## config.mk

```make
export PLATFORM = sky130hd
export DESIGN_NAME = ping_round_trip_tracker_unit
export DESIGN_NICKNAME = d
export VERILOG_FILES = /design/src/rtl/ptrt_pkg.sv /design/src/rtl/ping_round_trip_tracker_unit.sv /design/src/rtl/ptrt_slot_ram.sv
export SDC_FILE = /design/constraint.sdc
export NUM_CORES = 2
export LEC_CHECK = 0
export BUFFER_PORTS_ARGS = -buffer_cell sky130_fd_sc_hd__buf_4
export CAP_MARGIN = 5
export CORE_ASPECT_RATIO = 1.5
export CORE_MARGIN = 2
export CORE_UTILIZATION = 30
export DETAILED_ROUTE_END_ITERATION = 10
export PLACE_DENSITY = 0.52
export SLEW_MARGIN = 5
export SYNTH_ARGS = -nofsm -noshare
export SYNTH_HDL_FRONTEND = slang
export SYNTH_SLANG_ARGS = --single-unit
```

## constraint.sdc

```tcl
create_clock -name clk -period 14.8 [get_ports clk]
set_input_delay 2.22 -clock clk [delete_from_list [all_inputs] [get_ports clk]]
set_output_delay 2.22 -clock clk [all_outputs]
set_load 0.005 [all_outputs]
```

## src/rtl/ptrt_pkg.sv

```systemverilog
// ----------------------------------------------------------------------------
// ptrt_pkg
// Shared widths, defaults and item codes for the ping round-trip tracker.
// ----------------------------------------------------------------------------
`timescale 1ns / 1ps

package ptrt_pkg;

	localparam int TAG_W           = 16;
	localparam int TIME_W          = 48;
	localparam int AVG_W           = 31;
	localparam int PING_SLOTS_DEF  = 10;

	localparam logic [AVG_W-1:0] AVG_MAX = {AVG_W{1'b1}};

	localparam logic KIND_SEND  = 1'b0;
	localparam logic KIND_REPLY = 1'b1;

endpackage

```

## src/rtl/ping_round_trip_tracker_unit.sv

```systemverilog
// ----------------------------------------------------------------------------
// ping_round_trip_tracker_unit
// Ring of ping slots with tag allocation, reply stamping and a running
// mean half round trip, worked out by a slot walk and a serial divider.
// ----------------------------------------------------------------------------
//  channel | handshake           | fields
//  in      | in_valid / in_ready | kind, now_ms, reply_tag
//  out     | out_valid/out_ready | sent_tag, average_ms
//
//  A send first writes its new slot, a reply goes straight to the walk; then
//  a slot walk at one read a cycle, then one quotient bit a cycle. No
//  completed slot, a sum not above zero or a saturated mean skip the divide.
//  in_ready is high in idle only, from the cycle after the result is loaded;
//  a held result stalls the next word at its end. Reset clears all slots at
//  once through per-slot valid bits.
// ----------------------------------------------------------------------------
`timescale 1ns / 1ps

module ping_round_trip_tracker_unit #(
	parameter int PING_SLOTS = ptrt_pkg::PING_SLOTS_DEF
) (
	input  logic                         clk,
	input  logic                         arst_n,
	input  logic                         in_valid,
	output logic                         in_ready,
	input  logic                         kind,
	input  logic [ptrt_pkg::TIME_W-1:0]  now_ms,
	input  logic [ptrt_pkg::TAG_W-1:0]   reply_tag,
	output logic                         out_valid,
	input  logic                         out_ready,
	output logic [ptrt_pkg::TAG_W-1:0]   sent_tag,
	output logic [ptrt_pkg::AVG_W-1:0]   average_ms
);

	localparam int AW     = $clog2(PING_SLOTS);
	localparam int CW     = $clog2(PING_SLOTS + 1);
	localparam int SW     = ptrt_pkg::TIME_W + CW + 1;
	localparam int HW     = SW - 1 - ptrt_pkg::AVG_W;
	localparam int STEP_W = $clog2(ptrt_pkg::AVG_W);
	localparam int TW     = ptrt_pkg::TIME_W;

	typedef enum logic [2:0] {
		S_IDLE,
		S_WRITE,
		S_SCAN,
		S_DINIT,
		S_DIV,
		S_FIN
	} state_t;

	state_t                         state_q;
	logic                           kind_q;
	logic [TW-1:0]                  now_q;
	logic [ptrt_pkg::TAG_W-1:0]     reply_q;
	logic [ptrt_pkg::TAG_W-1:0]     tag_q;
	logic [AW-1:0]                  newest_q;
	logic [CW-1:0]                  idx_q;
	logic                           pv_q;
	logic [AW-1:0]                  pidx_q;
	logic                           matched_q;
	logic signed [SW-1:0]           sum_q;
	logic [CW-1:0]                  cnt_q;
	logic [CW:0]                    rem_q;
	logic [ptrt_pkg::AVG_W-1:0]     quo_q;
	logic [STEP_W-1:0]              step_q;
	logic [ptrt_pkg::AVG_W-1:0]     avg_q;
	logic                           out_valid_q;
	logic [ptrt_pkg::TAG_W-1:0]     sent_tag_q;
	logic [ptrt_pkg::AVG_W-1:0]     average_q;

	logic                           wr_en;
	logic [AW-1:0]                  wr_addr;
	logic [ptrt_pkg::TAG_W-1:0]     wr_tag;
	logic [TW-1:0]                  wr_sent;
	logic [TW-1:0]                  wr_recv;
	logic [AW-1:0]                  rd_addr;
	logic [ptrt_pkg::TAG_W-1:0]     rd_tag;
	logic [TW-1:0]                  rd_sent;
	logic [TW-1:0]                  rd_recv;

	logic [AW-1:0]                  head_nxt;
	logic [ptrt_pkg::TAG_W-1:0]     tag_nxt;
	logic                           hit;
	logic [TW-1:0]                  recv_eff;
	logic                           slot_done;
	logic signed [TW:0]             delta;
	logic signed [SW-1:0]           sum_add;
	logic [CW:0]                    divisor;
	logic [HW-1:0]                  sum_hi;
	logic                           sum_pos;
	logic [CW+1:0]                  rem2;
	logic [CW+1:0]                  rem_sub;
	logic                           ge;
	logic                           issue;

	ptrt_slot_ram #(
		.PING_SLOTS (PING_SLOTS),
		.AW         (AW)
	) u_slots (
		.clk     (clk),
		.arst_n  (arst_n),
		.wr_en   (wr_en),
		.wr_addr (wr_addr),
		.wr_tag  (wr_tag),
		.wr_sent (wr_sent),
		.wr_recv (wr_recv),
		.rd_addr (rd_addr),
		.rd_tag  (rd_tag),
		.rd_sent (rd_sent),
		.rd_recv (rd_recv)
	);

	assign issue   = (idx_q < CW'(PING_SLOTS));
	// idle: newest slot read so its tag is ready for a send
	assign rd_addr = (state_q == S_IDLE) ? newest_q :
		(issue ? idx_q[AW-1:0] : '0);

	assign head_nxt = (newest_q == AW'(PING_SLOTS - 1)) ? '0 : newest_q + 1'b1;
	assign tag_nxt  = rd_tag + 1'b1;

	// only the first matching slot in index order takes the reply
	assign hit = (state_q == S_SCAN) && pv_q && (kind_q == ptrt_pkg::KIND_REPLY)
		&& !matched_q && (rd_tag == reply_q);
	assign recv_eff  = hit ? now_q : rd_recv;
	assign slot_done = (rd_sent != '0) && (recv_eff != '0);
	assign delta     = $signed({1'b0, recv_eff}) - $signed({1'b0, rd_sent});
	assign sum_add   = sum_q + $signed({{(SW-TW-1){delta[TW]}}, delta});

	always_comb begin
		wr_en   = 1'b0;
		wr_addr = pidx_q;
		wr_tag  = rd_tag;
		wr_sent = rd_sent;
		wr_recv = now_q;
		if (state_q == S_WRITE) begin
			wr_en   = 1'b1;
			wr_addr = head_nxt;
			wr_tag  = tag_nxt;
			wr_sent = now_q;
			wr_recv = '0;
		end else if (hit) begin
			wr_en = 1'b1;
		end
	end

	assign divisor = {cnt_q, 1'b0};
	assign sum_hi  = sum_q[SW-2:ptrt_pkg::AVG_W];
	assign sum_pos = !sum_q[SW-1] && (sum_q != '0);
	assign rem2    = {rem_q, quo_q[ptrt_pkg::AVG_W-1]};
	assign ge      = (rem2 >= {1'b0, divisor});
	assign rem_sub = rem2 - {1'b0, divisor};

	always_ff @(posedge clk or negedge arst_n) begin
		if (!arst_n) begin
			state_q     <= S_IDLE;
			newest_q    <= '0;
			idx_q       <= '0;
			pv_q        <= 1'b0;
			pidx_q      <= '0;
			matched_q   <= 1'b0;
			out_valid_q <= 1'b0;
			step_q      <= '0;
			kind_q      <= ptrt_pkg::KIND_SEND;
			cnt_q       <= '0;
			now_q       <= '0;
			reply_q     <= '0;
			tag_q       <= '0;
			sum_q       <= '0;
			rem_q       <= '0;
			quo_q       <= '0;
			avg_q       <= '0;
			sent_tag_q  <= '0;
			average_q   <= '0;
		end else begin
			// a result loaded in S_FIN takes over the output register itself
			if (out_valid_q && out_ready && (state_q != S_FIN)) begin
				out_valid_q <= 1'b0;
			end
			case (state_q)
				S_IDLE: begin
					if (in_valid) begin
						kind_q    <= kind;
						now_q     <= now_ms;
						reply_q   <= reply_tag;
						tag_q     <= '0;
						idx_q     <= '0;
						pv_q      <= 1'b0;
						matched_q <= 1'b0;
						sum_q     <= '0;
						cnt_q     <= '0;
						state_q   <= (kind == ptrt_pkg::KIND_SEND) ? S_WRITE : S_SCAN;
					end
				end
				S_WRITE: begin
					newest_q <= head_nxt;
					tag_q    <= tag_nxt;
					state_q  <= S_SCAN;
				end
				S_SCAN: begin
					if (issue) begin
						pv_q   <= 1'b1;
						pidx_q <= idx_q[AW-1:0];
						idx_q  <= idx_q + 1'b1;
					end else begin
						pv_q <= 1'b0;
					end
					if (pv_q) begin
						if (hit) begin
							matched_q <= 1'b1;
						end
						if (slot_done) begin
							sum_q <= sum_add;
							cnt_q <= cnt_q + 1'b1;
						end
						if (pidx_q == AW'(PING_SLOTS - 1)) begin
							state_q <= S_DINIT;
						end
					end
				end
				S_DINIT: begin
					if (cnt_q == '0 || !sum_pos) begin
						avg_q   <= '0;
						state_q <= S_FIN;
					end else if (sum_hi >= HW'(divisor)) begin
						avg_q   <= ptrt_pkg::AVG_MAX;
						state_q <= S_FIN;
					end else begin
						// top bits already below the divisor: quotient fits AVG_W
						rem_q   <= sum_hi[CW:0];
						quo_q   <= sum_q[ptrt_pkg::AVG_W-1:0];
						step_q  <= '0;
						state_q <= S_DIV;
					end
				end
				S_DIV: begin
					rem_q  <= ge ? rem_sub[CW:0] : rem2[CW:0];
					quo_q  <= {quo_q[ptrt_pkg::AVG_W-2:0], ge};
					step_q <= step_q + 1'b1;
					if (step_q == STEP_W'(ptrt_pkg::AVG_W - 1)) begin
						avg_q   <= {quo_q[ptrt_pkg::AVG_W-2:0], ge};
						state_q <= S_FIN;
					end
				end
				S_FIN: begin
					if (!out_valid_q || out_ready) begin
						out_valid_q <= 1'b1;
						sent_tag_q  <= tag_q;
						average_q   <= avg_q;
						state_q     <= S_IDLE;
					end
				end
				default: begin
					state_q <= S_IDLE;
				end
			endcase
		end
	end

	assign in_ready   = (state_q == S_IDLE);
	assign out_valid  = out_valid_q;
	assign sent_tag   = sent_tag_q;
	assign average_ms = average_q;

	a_newest_in_ring: assert property (@(posedge clk) disable iff (!arst_n)
		newest_q <= AW'(PING_SLOTS - 1))
		else $error("newest slot index outside the ring");

	a_scan_in_range: assert property (@(posedge clk) disable iff (!arst_n)
		(state_q == S_SCAN && pv_q) |-> (pidx_q <= AW'(PING_SLOTS - 1)))
		else $error("slot walk past the last slot");

	a_rem_below_div: assert property (@(posedge clk) disable iff (!arst_n)
		(state_q == S_DIV) |-> (rem_q < divisor))
		else $error("divider remainder not below divisor");

	a_busy_after_take: assert property (@(posedge clk) disable iff (!arst_n)
		(in_valid && in_ready) |=> !in_ready)
		else $error("input taken again before the walk");

endmodule

```

## src/rtl/ptrt_slot_ram.sv

```systemverilog
// ----------------------------------------------------------------------------
// ptrt_slot_ram
// Slot store: tag, send and receive time per slot, one write and one
// registered read a cycle. Per-entry valid bits make unwritten slots read zero.
// ----------------------------------------------------------------------------
`timescale 1ns / 1ps

module ptrt_slot_ram #(
	parameter int PING_SLOTS = ptrt_pkg::PING_SLOTS_DEF,
	parameter int AW         = $clog2(PING_SLOTS)
) (
	input  logic                        clk,
	input  logic                        arst_n,
	input  logic                        wr_en,
	input  logic [AW-1:0]               wr_addr,
	input  logic [ptrt_pkg::TAG_W-1:0]  wr_tag,
	input  logic [ptrt_pkg::TIME_W-1:0] wr_sent,
	input  logic [ptrt_pkg::TIME_W-1:0] wr_recv,
	input  logic [AW-1:0]               rd_addr,
	output logic [ptrt_pkg::TAG_W-1:0]  rd_tag,
	output logic [ptrt_pkg::TIME_W-1:0] rd_sent,
	output logic [ptrt_pkg::TIME_W-1:0] rd_recv
);

	logic [ptrt_pkg::TAG_W-1:0]  mem_tag  [PING_SLOTS];
	logic [ptrt_pkg::TIME_W-1:0] mem_sent [PING_SLOTS];
	logic [ptrt_pkg::TIME_W-1:0] mem_recv [PING_SLOTS];
	logic [PING_SLOTS-1:0]       vld_q;

	logic [ptrt_pkg::TAG_W-1:0]  rd_tag_q;
	logic [ptrt_pkg::TIME_W-1:0] rd_sent_q;
	logic [ptrt_pkg::TIME_W-1:0] rd_recv_q;
	logic                        rd_vld_q;

	always_ff @(posedge clk) begin
		if (wr_en) begin
			mem_tag[wr_addr]  <= wr_tag;
			mem_sent[wr_addr] <= wr_sent;
			mem_recv[wr_addr] <= wr_recv;
		end
		rd_tag_q  <= mem_tag[rd_addr];
		rd_sent_q <= mem_sent[rd_addr];
		rd_recv_q <= mem_recv[rd_addr];
	end

	always_ff @(posedge clk or negedge arst_n) begin
		if (!arst_n) begin
			vld_q    <= '0;
			rd_vld_q <= 1'b0;
		end else begin
			if (wr_en) begin
				vld_q[wr_addr] <= 1'b1;
			end
			rd_vld_q <= vld_q[rd_addr];
		end
	end

	// never-written slot reads as zero
	assign rd_tag  = rd_vld_q ? rd_tag_q  : '0;
	assign rd_sent = rd_vld_q ? rd_sent_q : '0;
	assign rd_recv = rd_vld_q ? rd_recv_q : '0;

endmodule
```

==> run_results.csv <==
group,metric,value,unit
yosys,synth_top_family_by_area,"simple AND/OR/NAND/NOR gates",
yosys,synth_compound_area_share,11.0,%
global_routing,global_route_wire_length_before_repair,294000,um
flow_run,timing.max_cap.violations,0,
global_routing,grt_max_degree,164,
worst_setup_path,critPathSlowestCell,"sky130_fd_sc_hd__nor4_1",
global_routing,vias_in_the_first_global_route,44000,
global_routing,grt_antenna_before_repair,12,
worst_setup_path,path_class,"flop to flop",
yosys,post_synth_instance_area,66100,um2
yosys,synth.area.mux_share,1.12,%
die,core-area,220000,um2
cells_and_area,final.fill_count,21700,
global_routing,globalRouteTotalUtil,17.3,%
clock_network,postCtsSetupBuffers,0,
clock_network,root_buffer,"sky130_fd_sc_hd__clkbuf_16",
yosys,synth.yosys.seq_area_share,65.1,%
die,die_y,579,um
worst_setup_path,cp-startpoint,"u_slots.rd_vld_q$_DFF_PN0_",
yosys,post_synth.cell_area_avg,11.5,um2
timing,timing_hold_violations_final,0,
timing,timing.final.max_slew_violations,0,
worst_setup_path,crit-reg2reg-launch,"u_slots.rd_vld_q$_DFF_PN0_",
power,power-per-cell-area,265,nW/um2
worst_setup_path,r2r_slack,5.45,ns
die,floorplan.initialDensity,30.1,%
yosys,top_ff_cell_synth,"sky130_fd_sc_hd__edfxtp_1",
route,drt_first_iter_violations,3842,
timing,max-slew-margin-rel,11.0,%
yosys,ys_warns,0,
clock_network,cts_resized,0,
yosys,synth-edff-count,1120,
yosys,ys_ff_latch,1518,
clock_network,htree_num_levels,4,
yosys,yosys.area_share.simple,16.5,%
die,rows,211,
route,drt_first_pass_iters,6,
placed_design,place_hpwl,119000,um
worst_setup_path,required,15.41,ns
route,post-route-drc-count,0,
die,dieWidth,387,um
route,postRouteAntennaNets,0,
worst_setup_path,critical_path.max_fanout,56,
placed_design,gp_congestion,0.918,
die,num_io_pins,118,
power,finalPower,19.9,mW
timing,max_slew.worst_pin.slew,1.33,ns
clock_network,clock-sinks,1518,
route,routed_via_density,5.19,
clock_network,cts.clk_slew.worst_paths,0.06,ns
clock_network,clock_tree.buffer_depth,4,
worst_setup_path,critical_path.endpoint_type,"flop",
timing,clock_skew,0.0707,ns
yosys,synth.distinct_cells,94,
yosys,syn-num-nets,5956,
yosys,ys_async_sr_fraction,18.8,%
timing,finalSetupTns,0,ns
global_routing,leftover_overflow_at_the_end_of_global_routing,0,
clock_network,numCtsBuffers,162,
worst_setup_path,cpPeakStageDelay,0.79,ns
timing,finalSetupViolCount,0,
placed_design,numPortBuffers,117,
yosys,syn-instance-count,5770,
run_status,run_status,"finished, final reports clean",
route,wl_per_cell,22.7,um
timing,period_share,63.2,%
route,total_vias_in_the_final_route,45500,
cells_and_area,final_nets,5959,
hold_path,hp-start,"u_slots.vld_q[6]$_DFFE_PN0N_",
cells_and_area,layout-area-overhead-vs-synth,13.9,%
clock_network,hold_buffers,0,
timing,grt_setup_unrepaired,"false",
clock_network,worstSkewPairLatency,0.84,ns
timing,fmaxAchievable,107,MHz
clock_network,tritoncts,"yes",
die,fp.dieArea,224000,um2
worst_setup_path,startpoint_type,"flop",
worst_setup_path,cp_data_arrival_time,9.96,ns
route,route.final.wire_length,199000,um
power,static-leakage-power,28.3,nW
yosys,post_synthesis_adder_cell_area_fraction,2.26,%
power,irDropWorstVdd,0.000260,V
hold_path,hold_path.class,"flop to flop",
cells_and_area,drive_gt1_share,9.28,%
yosys,post_synth_xor_area_fraction,1.66,%
timing,finalCriticalPeriod,9.35,ns
[where the power goes]
part	internal (mW)	switching [mW]	leakage, nW	total (mW)
registers	5.74	0.742	14.9	6.48
clock network	2.34	1.69	2.52	4.03
logic	3.19	6.25	10.8	9.44
[cells in the final DEF, fill, tap and decap left out, types with 13 or more instances in the layout]
master,Yosys,final
sky130_fd_sc_hd__buf_4,0,191
sky130_fd_sc_hd__clkinv_1,0,15
sky130_fd_sc_hd__xor2_1,65,65
sky130_fd_sc_hd__o21ai_0,205,204
sky130_fd_sc_hd__clkinv_2,0,20
sky130_fd_sc_hd__inv_1,48,47
sky130_fd_sc_hd__a31oi_1,133,133
sky130_fd_sc_hd__mux2_2,50,50
sky130_fd_sc_hd__and2_1,174,173
sky130_fd_sc_hd__nand2b_1,38,38
sky130_fd_sc_hd__dfrtp_1,286,285
sky130_fd_sc_hd__a22oi_1,35,33
sky130_fd_sc_hd__a211oi_1,126,126
sky130_fd_sc_hd__clkbuf_8,0,18
sky130_fd_sc_hd__nand3_1,305,305
sky130_fd_sc_hd__edfxtp_1,1120,1120
sky130_fd_sc_hd__o31ai_1,27,27
sky130_fd_sc_hd__mux2i_1,13,13
sky130_fd_sc_hd__nand2_1,1505,1504
sky130_fd_sc_hd__a21oi_1,246,244
sky130_fd_sc_hd__ha_1,114,114
sky130_fd_sc_hd__nor3_1,20,15
sky130_fd_sc_hd__dfxtp_1,112,112
sky130_fd_sc_hd__or2_2,14,14
sky130_fd_sc_hd__xnor2_1,60,60
sky130_fd_sc_hd__nor4_1,35,33
sky130_fd_sc_hd__bufinv_16,0,13
sky130_fd_sc_hd__and3_1,128,127
sky130_fd_sc_hd__nand4_1,25,25
sky130_fd_sc_hd__clkbuf_16,0,162
sky130_fd_sc_hd__nor2b_1,36,35
sky130_fd_sc_hd__clkbuf_1,321,42
sky130_fd_sc_hd__nor2_1,101,94
sky130_fd_sc_hd__o21bai_1,17,17
sky130_fd_sc_hd__a311oi_1,117,117
sky130_fd_sc_hd__a21o_1,83,83
[cell usage after synthesis (20+ instances only)]
master	instances	area share [%]
sky130_fd_sc_hd__dfxtp_1	112	3.4
sky130_fd_sc_hd__o31ai_1	27	0.31
sky130_fd_sc_hd__a21oi_1	246	1.9
sky130_fd_sc_hd__mux2_2	50	0.85
sky130_fd_sc_hd__a21o_1	83	0.94
sky130_fd_sc_hd__o21ai_0	205	1.6
sky130_fd_sc_hd__a211oi_1	126	1.4
sky130_fd_sc_hd__clkbuf_1	321	1.8
sky130_fd_sc_hd__nor2b_1	36	0.34
sky130_fd_sc_hd__a22oi_1	35	0.40
sky130_fd_sc_hd__inv_1	48	0.27
sky130_fd_sc_hd__nor3_1	20	0.15
sky130_fd_sc_hd__nand4_1	25	0.24
sky130_fd_sc_hd__and2_1	174	1.6
sky130_fd_sc_hd__nor2_1	101	0.57
sky130_fd_sc_hd__ha_1	114	2.2
sky130_fd_sc_hd__nor4_1	35	0.33
sky130_fd_sc_hd__nand3_1	305	2.3
sky130_fd_sc_hd__a311oi_1	117	1.5
sky130_fd_sc_hd__nand2b_1	38	0.36
sky130_fd_sc_hd__nand2_1	1505	8.5
sky130_fd_sc_hd__buf_1	28	0.16
sky130_fd_sc_hd__xnor2_1	60	0.79
sky130_fd_sc_hd__a31oi_1	133	1.3
sky130_fd_sc_hd__and3_1	128	1.2
sky130_fd_sc_hd__xor2_1	65	0.86
sky130_fd_sc_hd__edfxtp_1	1120	51
sky130_fd_sc_hd__dfrtp_1	286	11
[area by class of cell]
cell class | count | area, um2 | share of cell area (%)
Multi-Input combinational cell | 3843 | 21700 | 28.8
Tap cell | 2875 | 3600 | 4.78
Antenna cell | 2 | 5.00 | 0.00665
Clock inverter | 62 | 711 | 0.944
Sequential cell | 1518 | 43000 | 57.1
Inverter | 48 | 183 | 0.243
Timing Repair Buffer | 200 | 1610 | 2.14
Clock buffer | 222 | 4460 | 5.92
[path summary, 6_finish.rpt]
path,endpoint,cells after the start
max in group asynchronous,sum_q[14]$_DFFE_PN0P_,2
min in group asynchronous,sent_tag[7]$_DFFE_PN0P_,1
worst max register to register,sum_q[52]$_DFFE_PN0P_,34
worst min-delay path,u_slots.vld_q[6]$_DFFE_PN0N_,1
worst min register to register,u_slots.vld_q[6]$_DFFE_PN0N_,1
worst max-delay path,sum_q[52]$_DFFE_PN0P_,34
[stage by stage]
stage,util [%],hold WS (ns),worst slack (ns),cells,cell area (um2)
2_1_floorplan,-,0.434,4.41,5770,66100
3_5_place_dp,31.9,0.454,5.69,8484,70100
3_3_place_gp,31.9,0.447,5.77,8484,70100
5_1_grt,34.3,0.485,4.84,8769,75300
6_report,34.3,0.468,5.45,8770,75300
4_1_cts,34.3,0.469,5.63,8768,75300
[sequential cells by signal (all words and copies together), names as in the netlist, 3 cells and up]
register / flops
sent_tag: 16
step_q: 5
cnt_q: 4
u_slots.mem_tag: 160
reply_q: 16
idx_q: 4
quo_q: 31
newest_q: 4
u_slots.rd_recv_q: 48
state_q: 3
tag_q: 16
sum_q: 53
average_ms: 31
u_slots.rd_sent_q: 48
u_slots.rd_tag_q: 16
avg_q: 31
u_slots.mem_recv: 480
u_slots.mem_sent: 480
pidx_q: 4
u_slots.vld_q: 10
rem_q: 5
now_q: 48
[worst max-delay path: cells and delay by family, from the launching register on]
kind	cells	cell delay, ns
simple gates	14	3.91
fa+ha+maj	3	0.97
flops	1	0.74
buf+inv	1	0.08
compound gates	16	3.41
[metal layers]
layer / part of all wire [%] / track usage (%)
met1: 44 / 23.1
met2: 47 / 28.4
met3: 5.6 / 2.46
met4: 3.8 / 6.63
met5: 0 / 0
[logic make-up after synthesis]
kind of cell / count (synthesis)
adders and majority gates: 118
xor gates and xnor gates: 125
and+or+nand+nor: 2433
muxes: 66
buffers and inverters: 409
AOI/OAI and AO/OA: 1101
DFF: 1518
(Power assumes the default switching activity.)
